## src/rtl/wsd_pkg.sv

```systemverilog
// wsd_pkg: shared types and constants for the websocket frame deframer
// used by wsd_parser and websocket_frame_deframer; no dependencies
`timescale 1ns / 1ps

package wsd_pkg;

	localparam logic [6:0] LEN_EXT16 = 7'd126;
	localparam logic [6:0] LEN_EXT64 = 7'd127;
	localparam logic [2:0] EXT16_BYTES_M1 = 3'd1;
	localparam logic [2:0] EXT64_BYTES_M1 = 3'd7;
	localparam logic [2:0] KEY_BYTES_M1 = 3'd3;

	typedef struct packed {
		logic [7:0] data_byte;
		logic       has_data;
		logic [3:0] frame_opcode;
		logic       fin_bit;
		logic       frame_end;
	} result_t;

endpackage

```

## src/rtl/wsd_parser.sv

```systemverilog
// wsd_parser: frame header state machine, length tracking and payload unmasking
// one byte per step; result is combinational from current state and byte; uses wsd_pkg
`timescale 1ns / 1ps

module wsd_parser (
	input  logic              clk,
	input  logic              arst_n,
	input  logic              step,
	input  logic [7:0]        in_byte,
	output logic              res_valid,
	output wsd_pkg::result_t  res
);

	typedef enum logic [2:0] {
		PH_HDR0    = 3'd0,
		PH_HDR1    = 3'd1,
		PH_EXTLEN  = 3'd2,
		PH_MASK    = 3'd3,
		PH_PAYLOAD = 3'd4
	} phase_t;

	phase_t      phase_q, phase_d;
	logic        fin_q, fin_d;
	logic [3:0]  opcode_q, opcode_d;
	logic        masked_q, masked_d;
	logic [63:0] rem_q, rem_d;
	logic [2:0]  hdr_cnt_q, hdr_cnt_d;
	logic [31:0] key_q, key_d;
	logic [1:0]  key_idx_q, key_idx_d;

	logic [6:0]  len7;
	logic [63:0] rem_shift;
	logic [31:0] key_shift;
	logic [7:0]  key_byte;
	logic [63:0] rem_dec;
	logic        last_payload;

	assign len7         = in_byte[6:0];
	assign rem_shift    = {rem_q[55:0], in_byte};
	assign key_shift    = {key_q[23:0], in_byte};
	assign key_byte     = masked_q ? key_q[{~key_idx_q, 3'b000} +: 8] : 8'h00;
	assign rem_dec      = (rem_q == 64'd0) ? 64'd0 : rem_q - 64'd1;
	assign last_payload = (rem_dec == 64'd0);

	always_comb begin
		phase_d   = phase_q;
		fin_d     = fin_q;
		opcode_d  = opcode_q;
		masked_d  = masked_q;
		rem_d     = rem_q;
		hdr_cnt_d = hdr_cnt_q;
		key_d     = key_q;
		key_idx_d = key_idx_q;
		res_valid = 1'b0;
		res.data_byte    = 8'h00;
		res.has_data     = 1'b0;
		res.frame_opcode = opcode_q;
		res.fin_bit      = fin_q;
		res.frame_end    = 1'b1;
		unique case (phase_q)
			PH_HDR1: begin
				masked_d = in_byte[7];
				if (len7 == wsd_pkg::LEN_EXT16) begin
					rem_d     = 64'd0;
					phase_d   = PH_EXTLEN;
					hdr_cnt_d = wsd_pkg::EXT16_BYTES_M1;
				end else if (len7 == wsd_pkg::LEN_EXT64) begin
					rem_d     = 64'd0;
					phase_d   = PH_EXTLEN;
					hdr_cnt_d = wsd_pkg::EXT64_BYTES_M1;
				end else begin
					rem_d = {57'd0, len7};
					key_d = 32'd0;
					if (in_byte[7]) begin
						phase_d   = PH_MASK;
						hdr_cnt_d = wsd_pkg::KEY_BYTES_M1;
					end else begin
						key_idx_d = 2'd0;
						if (len7 == 7'd0) begin
							phase_d   = PH_HDR0;
							res_valid = 1'b1;
						end else begin
							phase_d = PH_PAYLOAD;
						end
					end
				end
			end
			PH_EXTLEN: begin
				rem_d = rem_shift;
				if (hdr_cnt_q == 3'd0) begin
					key_d = 32'd0;
					if (masked_q) begin
						phase_d   = PH_MASK;
						hdr_cnt_d = wsd_pkg::KEY_BYTES_M1;
					end else begin
						key_idx_d = 2'd0;
						if (rem_shift == 64'd0) begin
							phase_d   = PH_HDR0;
							res_valid = 1'b1;
						end else begin
							phase_d = PH_PAYLOAD;
						end
					end
				end else begin
					hdr_cnt_d = hdr_cnt_q - 3'd1;
				end
			end
			PH_MASK: begin
				key_d = key_shift;
				if (hdr_cnt_q == 3'd0) begin
					key_idx_d = 2'd0;
					if (rem_q == 64'd0) begin
						phase_d   = PH_HDR0;
						res_valid = 1'b1;
					end else begin
						phase_d = PH_PAYLOAD;
					end
				end else begin
					hdr_cnt_d = hdr_cnt_q - 3'd1;
				end
			end
			PH_PAYLOAD: begin
				key_idx_d     = key_idx_q + 2'd1;
				rem_d         = rem_dec;
				res_valid     = 1'b1;
				res.data_byte = in_byte ^ key_byte;
				res.has_data  = 1'b1;
				res.frame_end = last_payload;
				if (last_payload) begin
					phase_d = PH_HDR0;
				end
			end
			default: begin
				fin_d    = in_byte[7];
				opcode_d = in_byte[3:0];
				phase_d  = PH_HDR1;
			end
		endcase
	end

	always_ff @(posedge clk or negedge arst_n) begin
		if (!arst_n) begin
			phase_q   <= PH_HDR0;
			fin_q     <= 1'b0;
			opcode_q  <= 4'd0;
			masked_q  <= 1'b0;
			rem_q     <= 64'd0;
			hdr_cnt_q <= 3'd0;
			key_q     <= 32'd0;
			key_idx_q <= 2'd0;
		end else if (step) begin
			phase_q   <= phase_d;
			fin_q     <= fin_d;
			opcode_q  <= opcode_d;
			masked_q  <= masked_d;
			rem_q     <= rem_d;
			hdr_cnt_q <= hdr_cnt_d;
			key_q     <= key_d;
			key_idx_q <= key_idx_d;
		end
	end

endmodule

```

## src/rtl/websocket_frame_deframer.sv

```systemverilog
// websocket_frame_deframer: top level with input register, parser and result register
// instantiates wsd_parser; uses wsd_pkg
// a result is registered in the output register after its byte has passed the input register and the parser
// throughput: one byte per cycle while out_ready keeps up, set by the single-pass parser between the registers
// in_ready falls only while a result waits in the output register and the input stage is full
// reset: asynchronous, parser returns to waiting for a first header byte, all stages empty
`timescale 1ns / 1ps

module websocket_frame_deframer (
	input  logic       clk,
	input  logic       arst_n,
	input  logic       in_valid,
	output logic       in_ready,
	input  logic [7:0] in_byte,
	output logic       out_valid,
	input  logic       out_ready,
	output logic [7:0] data_byte,
	output logic       has_data,
	output logic [3:0] frame_opcode,
	output logic       fin_bit,
	output logic       frame_end
);

	logic             valid_s1;
	logic [7:0]       byte_s1;
	logic             advance;
	logic             step;
	logic             res_valid;
	wsd_pkg::result_t res;
	logic             out_valid_q;
	wsd_pkg::result_t out_q;

	// input stage moves on whenever the result register can take a request
	assign advance  = !out_valid_q || out_ready;
	assign step     = valid_s1 && advance;
	assign in_ready = !valid_s1 || advance;

	wsd_parser u_parser (
		.clk       (clk),
		.arst_n    (arst_n),
		.step      (step),
		.in_byte   (byte_s1),
		.res_valid (res_valid),
		.res       (res)
	);

	always_ff @(posedge clk or negedge arst_n) begin
		if (!arst_n) begin
			valid_s1    <= 1'b0;
			out_valid_q <= 1'b0;
		end else begin
			if (in_ready) begin
				valid_s1 <= in_valid;
			end
			if (advance) begin
				out_valid_q <= step && res_valid;
			end
		end
	end

	always_ff @(posedge clk) begin
		if (in_valid && in_ready) begin
			byte_s1 <= in_byte;
		end
		if (step && res_valid) begin
			out_q <= res;
		end
	end

	assign out_valid    = out_valid_q;
	assign data_byte    = out_q.data_byte;
	assign has_data     = out_q.has_data;
	assign frame_opcode = out_q.frame_opcode;
	assign fin_bit      = out_q.fin_bit;
	assign frame_end    = out_q.frame_end;

endmodule

```

## config.mk

```make
export PLATFORM = sky130hd
export DESIGN_NAME = websocket_frame_deframer
export DESIGN_NICKNAME = d
export VERILOG_FILES = /design/src/rtl/wsd_pkg.sv /design/src/rtl/wsd_parser.sv /design/src/rtl/websocket_frame_deframer.sv
export SDC_FILE = /design/constraint.sdc
export NUM_CORES = 1
export LEC_CHECK = 0
export ABC_AREA = 1
export BUFFER_PORTS_ARGS = -buffer_cell sky130_fd_sc_hd__buf_4
export CORE_ASPECT_RATIO = 0.6
export CORE_MARGIN = 2
export CORE_UTILIZATION = 39
export CTS_CLUSTER_SIZE = 24
export DETAILED_ROUTE_END_ITERATION = 16
export GPL_TIMING_DRIVEN = 1
export PLACE_DENSITY_LB_ADDON = 0.12
export SLEW_MARGIN = 20
export SYNTH_ARGS = -nofsm -noshare
export SYNTH_HDL_FRONTEND = slang
export SYNTH_SLANG_ARGS = --single-unit
```

## constraint.sdc

```tcl
create_clock -name clk -period 4 [get_ports clk]
set_input_delay 0.6 -clock clk [delete_from_list [all_inputs] [get_ports clk]]
set_output_delay 0.6 -clock clk [all_outputs]
set_load 0.02 [all_outputs]
```

==> results of run 1 <==
cell usage in the layout (no fill, tap or decap), drive strengths merged, types with 3 or more instances in the layout:
cell type,n
nor2,226
dfrtp,112
nand3b,5
buf,42
nand3,136
clkbuf,25
xor2,14
clkinv,5
edfxtp,23
ha,3
a2bb2oi,37
a22oi,21
and2,4
nand4,6
clkinvlp,4
o21ai,139
nand2,294
a21oi,52
nor3,7
inv,127
flip-flops by register name, summed over array words and instances (netlist names):
register / cells
u_parser.rem_q: 64
u_parser.key_q: 32
byte_s1: 8
data_byte: 8
frame_opcode: 4
u_parser.opcode_q: 4
u_parser.hdr_cnt_q: 3
u_parser.phase_q: 3
u_parser.key_idx_q: 2
fin_bit: 1
frame_end: 1
has_data: 1
out_valid: 1
u_parser.fin_q: 1
u_parser.masked_q: 1
valid_s1: 1
report_power, final:
part           internal, uW  leakage (uW)  switching [uW]
Sequential             1880       0.00161             647
Clock                   888      0.000254             641
Combinational          1070       0.00252            2090
Total                  3840       0.00439            3380
through the flow:
step	setup WS, ns	power (uW)	utilization, %
floorplan	1.084	4637	-
global placement	0.9261	5636	42.38
detailed placement	0.9260	5618	42.38
CTS	0.8967	7165	44.86
global route	0.6481	7773	44.86
finish	0.8012	7226	44.86
cell families (layout without fill, tap and decap cells):
group,after synthesis,after routing,share of synthesized area [%]
compound gates,257,257,16.87
xor+xnor,15,15,1.479
fa+ha+maj,3,3,0.4225
buf+inv,180,204,7.955
flops,135,135,39.31
simple gates,682,682,33.96
worst register-to-register path, cell delays in order (launching register included):
cell and delay, ns:
dfrtp_1 0.40, inv_1 0.17, ha_1 0.31, nand2_4 0.11, nor2_8 0.18, nand2_2 0.09, nor2_4 0.13, nand2_4 0.44
nand3_1 0.30, nand2_1 0.10, clkinv_1 0.05, nand2_1 0.05, nor2_1 0.10, nand2_1 0.06, nor2_2 0.20, nand3_2 0.13
nand2_4 0.10, nand2_2 0.06, nand2_1 0.05, nand2_1 0.05
routing by layer:
metal | track usage (%) | wire length [um] | up-vias
li1 | - | - | 4223
met1 | 45.21 | 16260 | 4141
met2 | 28.74 | 10160 | 403
met3 | 8.699 | 3466 | 14
met4 | 4.244 | 171 | 0
met5 | 0 | 0 | -
area by class of cell:
type | count | area [sq um]
fill | 2314 | 12230
inverter | 130 | 488.0
timing repair buffer | 42 | 327.8
clock buffer | 25 | 475.5
clock inverter | 7 | 73.82
sequential | 135 | 3493
multi-input combinational | 957 | 4705
tap | 308 | 385.4
synthesized netlist by cell type (14+ instances only):
| library cell | instances |
|---|---|
| nand2_1 | 283 |
| nor2_1 | 207 |
| o21ai_0 | 130 |
| nand3_1 | 128 |
| inv_1 | 126 |
| dfrtp_1 | 112 |
| a21oi_1 | 52 |
| clkbuf_1 | 42 |
| a2bb2oi_1 | 37 |
| edfxtp_1 | 23 |
| a22oi_1 | 21 |
| xor2_1 | 14 |
how the worst max path moves through the flow:
| stage | start | slack, ns | cells after the start | endpoint |
|---|---|---|---|---|
| after floorplan | u_parser.rem_q[0] | 1.08 | 10 | data_byte[0] |
| after global placement | u_parser.rem_q[0] | 0.93 | 19 | u_parser.phase_q[0] |
| after detailed placement | u_parser.rem_q[0] | 0.93 | 19 | u_parser.phase_q[0] |
| after CTS | u_parser.rem_q[0] | 0.90 | 19 | u_parser.phase_q[0] |
| after global routing | u_parser.rem_q[47] | 0.65 | 18 | u_parser.phase_q[2] |
| final | u_parser.rem_q[0] | 0.80 | 19 | u_parser.phase_q[0] |
==> flow_metrics.tcl, run 1 <==
set metrics [dict create \
    overflow 0 \
    syn_area_per_cell_sq_um 6.986 \
    clock_latency_ns 0.44 \
    wirelength_mm 30.06 \
    wire_per_inst_um 18.74 \
    root_buffer "clkbuf_16" \
    ys_warn_count 0 \
    drive_above_1_share_pct 8.873 \
    synth-seq-cells 135 \
    dr.pass1.iters 5 \
    pwr_density_cell_mw_per_mm2 726.3 \
    ctsHtreeMaxLevel 4 \
    synth_top_cell_area_share_pct 31.54 \
    instances_no_fill 1604 \
    initial_core_util_pct 40.07 \
    die_h_um 120.9 \
    holdWs_ns 0.3032 \
    grt_max_degree 83 \
    synth_largest_area_cell "dfrtp_1" \
    synth_area_sq_mm 0.008886 \
    arrival_ns 3.53 \
    postSynthCellCount 1272 \
    status "completed" \
    seq_area_frac_synth_pct 39.31 \
    clock-skew-final_ns 0.01396 \
    start_kind "register" \
    tns_ns 0 \
    reg2reg_slack_ns 0.80 \
    synthTopCellsByArea "dfrtp_1 32%, nand2_1 12%, nor2_1 8.7%, edfxtp_1 7.8%, o21ai_0 7.3%" \
    placed_area_sq_mm 0.009399 \
    tritoncts "done" \
    drt-vias-per-instance 5.474 \
    grt_pass1_vias 7708 \
    portBuffers 28 \
    r2r_end "u_parser.phase_q[0]" \
    dieArea_sq_mm 0.02405 \
    die_x_um 198.9 \
    r2r_start "u_parser.rem_q[0]" \
    grtUsageTotal_pct 25.99 \
    relSlewSlack_pct 37.32 \
    crit_fanout 62 \
    syn_nets 1287 \
    required_ns 4.33 \
    routabilityCongestion 0.9379 \
    min_period_over_period_pct 79.97 \
    setup_violations 0 \
    synth_edf_count 23 \
    holdBufCountCts 0 \
    ir_drop_mv 0.3101 \
    drc 0 \
    io_pins 29 \
    clock_sinks 135 \
    cpMaxStageDelayCell "nand2_4" \
    path_buf_inv 2 \
    cts_buffers 17 \
    coreArea_sq_mm 0.02218 \
    async_reset_ff_share_pct 82.96 \
    period_needed_ns 3.199 \
    r2r_cells 19 \
    antenna_found_initial 0 \
    cp_top_family "simple AND/OR/NAND/NOR gates" \
    cts.clk_slew.worst_paths_ns 0.06 \
    p_leak_uw 0.004388 \
    hp-class "in2async" \
    crit_top_cell "nand2_1" \
    clockBufferDepth 2 \
    stdcell_area_sq_mm 0.009948 \
    criticalPathCategory "reg2reg" \
    drtIter0Drc 986 \
    cp-end-kind "register" \
    dp_hpwl_mm 21.60 \
    max_clock_freq_mhz 312.6 \
    cts.repair.resized 0 \
    post_cts_buffers 0 \
    rsz0062_at_grt "false" \
    num_rows 42 \
    ys_types 38 \
    detail-route-antenna-nets 0 \
    worstPathCellList "inv_1 -> ha_1 -> nand2_4 -> nor2_8 -> nand2_2 -> nor2_4 -> nand2_4 -> nand3_1 -> nand2_1 -> clkinv_1 -> nand2_1 -> nor2_1 -> nand2_1 -> nor2_2 -> nand3_2 -> nand2_4 -> nand2_2 -> nand2_1 -> nand2_1" \
    final_nets 1298 \
    synthFlopType "dfrtp_1" \
    worst_pin_slew_ns 0.9402 \
    vias 8781 \
    n_antenna_cell 0 \
    maxCapViolations 0 \
    hold_viol 0 \
    grt_pass1_wl_mm 46.46 \
    dp.cells 1572 \
    crit_path_max_incr_delay_ns 0.44 \
    slew_violations 0 \
    area_growth_pct 11.95 \
]
No activity file was read; power rests on OpenSTA's default activity.
==> run 2, diff against run 1 <==
Settings changed: ABC_AREA 1 to 0.
Clock period 4 ns to 2.92 ns, I/O delays scaled along.
==> run 2 against run 1 <==
The flow now finishes with violations (negative setup slack). Critical path depth down 8. Critical path type unchanged. Via count down 1.9%. Largest power group unchanged. Register-to-register slack worse by 1.3 ns. Sequential share of layout area down 5.2 points. Clock power up 54%. Highest routed layer unchanged. Synthesized area down 7.6%. Total power up 54%. Clock-buffer cell count down 7.
==> flow_metrics.tcl, run 2 <==
set metrics [dict create \
    maxCapViolations 0 \
    dp_hpwl_mm 22.00 \
    violations "negative setup slack" \
    period_needed_ns 3.383 \
    drt-vias-per-instance 5.701 \
    die_x_um 191.3 \
    num_rows 41 \
    routabilityCongestion 0.9545 \
    required_ns 3.25 \
    tns_ns -0.9936 \
    async_reset_ff_share_pct 82.96 \
    die_h_um 116.4 \
    overflow 0 \
    setup_violations 10 \
    power_uw 11120 \
    wirelength_mm 30.16 \
    relSlewSlack_pct 55.47 \
    grtUsageTotal_pct 28.61 \
    cp-end-kind "register" \
    drive_above_1_share_pct 33.12 \
    cts_buffers 17 \
    synth_top_cell_area_share_pct 34.13 \
    dieArea_sq_mm 0.02227 \
    synth_area_sq_mm 0.008212 \
    root_buffer "clkbuf_16" \
    antenna_found_initial 1 \
    wire_per_inst_um 19.96 \
    top_register "u_parser.rem_q" \
    worst_pin_slew_ns 0.6680 \
    synth-seq-cells 135 \
    io_pins 29 \
    postSynthCellCount 990 \
    hold_viol 0 \
    drc 0 \
    clockBufferDepth 2 \
    final_nets 1234 \
    largest_reg_flops 64 \
    synthTopCellsByArea "dfrtp_1 34%, edfxtp_1 8.4%, o21ai_0 8.1%, nand2_1 5.7%, nor2_1 4.5%" \
    synthFlopType "dfrtp_1" \
    min_period_over_period_pct 115.9 \
    n_antenna_cell 0 \
    synth_common_cells "133 x o21ai_0, 124 x nand2_1, 112 x dfrtp_1, 99 x nor2_1, 71 x a21oi_1" \
    p_leak_uw 0.005110 \
    slew_violations 0 \
    synth_largest_area_cell "dfrtp_1" \
    portBuffers 28 \
    ys_types 61 \
    grt_pass1_vias 8250 \
    ys_warn_count 0 \
    clock_latency_ns 0.44 \
    initial_core_util_pct 39.43 \
    ir_drop_mv 0.5751 \
    biggestRegsByFlops "u_parser.rem_q: 64 flops, u_parser.key_q: 32 flops" \
    crit_fanout 3 \
    final_common_cell "buf_4" \
    final_cell_mix "265 x buf_4, 128 x o21ai_0, 122 x nand2_1, 111 x dfrtp_1, 95 x nor2_1" \
    arrival_ns 3.72 \
    coreArea_sq_mm 0.02083 \
    yosysMostFrequentCell "o21ai_0" \
    drtIter0Drc 968 \
    seq_area_frac_synth_pct 42.54 \
    grt_max_degree 65 \
    grt_pass1_wl_mm 47.96 \
    area_growth_pct 42.14 \
    detail-route-antenna-nets 0 \
    clock-skew-final_ns 0.01577 \
    place_ws_ns -0.6437 \
    criticalPathCategory "reg2reg" \
    syn_area_per_cell_sq_um 8.295 \
    vias 8614 \
    hp-class "in2reg" \
    clock_sinks 135 \
    tritoncts "done" \
    setup_ws_ns -0.4630 \
    max_clock_freq_mhz 295.6 \
    ctsHtreeMaxLevel 4 \
    final_util_pct 56.04 \
    pwr_density_cell_mw_per_mm2 953.0 \
    synth_edf_count 23 \
    rsz0062_at_grt "true" \
    dr.pass1.iters 6 \
    status "finished, violations left" \
    cts.clk_slew.worst_paths_ns 0.06 \
    syn_nets 1005 \
    start_kind "register" \
]
==> run 2: kinds of logic after synthesis <==
family                   after synthesis  share of synthesized area (%)
AND/OR/NAND/NOR                      412                          25.13
AO/OA/AOI/OAI                        281                          19.59
flip-flops                           135                          42.54
buffers and inverters                105                          4.891
XOR/XNOR                              35                          3.733
multiplexers                          19                          3.657
adder cells (fa/ha/maj)                3                         0.4572
==> run 2: where the power goes <==
group	leakage, uW	internal [uW]	switching, uW
Clock	0.000294	1440	915
Sequential	0.00173	2230	323
Combinational	0.00309	2850	3370
Total	0.00511	6510	4610
==> run 2: layout make-up <==
type | instances | area [sq um]
clock buffer | 18 | 429.2
clock inverter | 14 | 198.9
fill | 1900 | 9155
inverter | 30 | 112.6
multi-input combinational | 750 | 4752
sequential | 135 | 3495
tap | 279 | 349.1
timing repair buffer | 285 | 2336
==> run 2: timing repair <==
item,4_1_cts,5_1_grt
pin swaps,20,20
resized for setup,52,36
endpoints found under the hold margin,21,0
hold buffers,1,0
setup buffers,19,5
endpoints found under the setup margin,76,71
==> run 2: final timing paths <==
kind,startpoint,to,slack [ns],cells after the start
setup reg to reg,u_parser.rem_q[0],u_parser.phase_q[2],-0.46,11
max in group asynchronous,arst_n,valid_s1,1.63,3
hold / removal,in_byte[6],byte_s1[6],0.17,1
setup / recovery,u_parser.rem_q[0],u_parser.phase_q[2],-0.46,11
hold reg to reg,u_parser.opcode_q[1],frame_opcode[1],0.44,0
min in group asynchronous,arst_n,u_parser.key_q[11],0.52,2
==> run 2: metrics by stage <==
step                cells  hold WS [ns]  cell area (sq um)
global route         1511        0.1558              11670
finish               1511        0.1729              11670
CTS                  1513        0.1570              11530
floorplan             990        0.1424               8262
detailed placement   1463        0.4273              10520
global placement     1463        0.4285              10520
==> run 2: worst max-delay path, cell delays in order (launching register included) <==
cell and delay (ns):
dfrtp_1 0.40, buf_4 0.15, nor4_4 0.32, nand4_2 0.16
or4_4 0.61, o41ai_2 0.35, buf_4 0.17, nand3_1 0.07
nor4_2 0.23, nand4_1 0.17, or4_4 0.46, a21o_1 0.17
==> run 2: per-layer routing <==
layer,global-route usage [%],wire length [um],up-vias
met5,0,0,-
met4,7.179,334,0
met3,7.212,2827,29
met2,37.64,11720,386
met1,45.56,15280,4131
li1,-,-,4068
==> run 3, diff against run 2 <==
==> constraint.sdc (replaced) <==
create_clock -name clk -period 2.92 [get_ports clk]
set_input_delay 0.292 -clock clk [delete_from_list [all_inputs] [get_ports clk]]
set_output_delay 0.292 -clock clk [all_outputs]
set_load 0.02 [all_outputs]
==> run 3 against run 2 <==
The flow still finishes with violations (negative setup slack). Total power down 2.4%. Sequential power about the same. Die area unchanged. Global-route usage down 1.1 points. Setup slack worse by 0.20 ns. Critical path depth down 1. Critical path type unchanged. Largest cell class unchanged. Largest power group unchanged. Highest routed layer unchanged.
==> flow_metrics.tcl, run 3 (same netlist as run 2, synthesis figures left out) <==
set metrics [dict create \
    status "finished, violations left" \
    violations "negative setup slack" \
    grt_max_degree 65 \
    grt_pass1_vias 7716 \
    num_rows 41 \
    setup_ws_ns -0.6612 \
    final_cell_mix "253 x buf_4, 121 x nand2_1, 110 x dfrtp_1, 104 x o21ai_0, 92 x nor2_1" \
    maxCapViolations 0 \
    required_ns 3.25 \
    drc 0 \
    io_pins 29 \
    start_kind "register" \
    cts.clk_slew.worst_paths_ns 0.07 \
    p_leak_uw 0.005065 \
    dp_hpwl_mm 21.84 \
    initial_core_util_pct 39.43 \
    biggestRegsByFlops "u_parser.rem_q: 64 flops, u_parser.key_q: 32 flops" \
    multiInputGateArea_sq_mm 0.004725 \
    n_antenna_cell 0 \
    setup_violations 3 \
    area_growth_pct 41.05 \
    portBuffers 28 \
    register_area_sq_mm 0.003496 \
    relSlewSlack_pct 55.17 \
    root_buffer "clkbuf_16" \
    place_ws_ns -0.7292 \
    rsz0062_at_grt "true" \
    clock-skew-final_ns 0.01006 \
    antenna_found_initial 2 \
    dieArea_sq_mm 0.02227 \
    pwr_density_cell_mw_per_mm2 937.4 \
    vias 8665 \
    slew_violations 0 \
    final_nets 1228 \
    routabilityCongestion 0.9583 \
    die_x_um 191.3 \
    grtUsageTotal_pct 27.52 \
    stdcell_area_sq_mm 0.01158 \
    clock_sinks 135 \
    dr.pass1.iters 6 \
    worstPathCellList "buf_4 -> or4_1 -> nor3_1 -> or3b_4 -> xnor2_1 -> a2111oi_1 -> and4_1 -> nand4_1 -> or4_4 -> a21o_1" \
    arrival_ns 3.91 \
    cts_buffers 17 \
    wirelength_mm 29.97 \
    wire_per_inst_um 19.91 \
    ir_drop_mv 0.5842 \
    clock_latency_ns 0.44 \
    drtIter0Drc 1050 \
    hp-class "in2reg" \
    min_period_over_period_pct 122.6 \
    cp-end-kind "register" \
    worst_pin_slew_ns 0.6724 \
    coreArea_sq_mm 0.02083 \
    crit_path_max_incr_delay_ns 0.55 \
    max_clock_freq_mhz 279.2 \
    final_common_cell "buf_4" \
    ctsHtreeMaxLevel 4 \
    largest_reg_flops 64 \
    placed_area_sq_mm 0.01049 \
    clockBufferDepth 2 \
    grt_pass1_wl_mm 45.93 \
    drt-vias-per-instance 5.757 \
    period_needed_ns 3.581 \
    detail-route-antenna-nets 0 \
    hold_viol 0 \
    criticalPathCategory "reg2reg" \
    top_register "u_parser.rem_q" \
    crit_fanout 5 \
    die_h_um 116.4 \
    drive_above_1_share_pct 32.30 \
    overflow 0 \
    cpMaxStageDelayCell "or4_1" \
    tritoncts "done" \
    fillers 1880 \
]
==> run 3: cell count changes in the layout (fill, tap and decap cells not counted), moves of 4 or more <==
cell / delta
nor2_2: +4
buf_4: -12
or4_1: +8
o21ai_0: -24
bufinv_16: -4
o21ai_1: +24
or4_4: -8
==> run 3: power breakdown <==
part / switching [uW] / internal [uW] / leakage [uW]
Sequential: 316 / 2230 / 0.00173
Combinational: 3430 / 2870 / 0.00309
Clock: 921 / 1090 / 0.000248
Total: 4670 / 6190 / 0.00507
==> run 3: through the flow <==
step	hold WS, ns	power, uW	utilization, %	setup TNS, ns	instances
final	0.02162	10860	55.61	-1.257	1505
after detailed placement	0.3494	7972	50.37	-17.24	1457
after global routing	0.006123	11460	55.61	-4.136	1505
after global placement	0.3444	7969	50.37	-15.42	1457
after floorplan	-0.003591	5205	-	-0.9194	990
after CTS	0.01062	10160	53.50	-1.232	1493
==> run 3: metal layers <==
layer  GRT usage [%]  part of all wire (%)  routed length [um]
met5               0                     0                   0
met2           34.42                    38               11300
met1           45.39                    50               15120
met3           7.512                    11                3308
met4           5.538                  0.82                 246
==> run 3: path summary, 6_finish.rpt <==
check,start,to,slack (ns),depth (start not counted)
worst max-delay path,u_parser.rem_q[26],u_parser.phase_q[2],-0.66,10
worst min-delay path,in_byte[0],byte_s1[0],0.02,1
worst max register to register,u_parser.rem_q[26],u_parser.phase_q[2],-0.66,10
worst min register to register,u_parser.opcode_q[1],frame_opcode[1],0.44,0
max in group asynchronous,arst_n,u_parser.rem_q[10],1.72,3
min in group asynchronous,arst_n,u_parser.key_q[12],0.41,2
==> run 3: timing repair <==
item,4_1_cts,5_1_grt
endpoints found under the hold margin,44,0
hold buffers,1,0
buffers inserted,3,8
setup endpoints to repair,77,77
cloned,0,4
pin swaps,5,18
resized for setup,21,82
==> run 3: cell type report <==
type,instances,share of cell area (%)
tap,279,3.014
clock inverter,14,0.8966
timing repair buffer,279,20.44
inverter,30,0.9722
sequential,135,30.18
multi-input combinational,750,40.79
clock buffer,18,3.705
==> run 3: critical path: cells and delay by family, from the launching register on <==
kind	cells	cell delay (ns)
AOI/OAI and AO/OA	2	0.57
buffers and inverters	1	0.19
DFF	1	0.43
xor gates and xnor gates	1	0.16
and+or+nand+nor	6	2.13
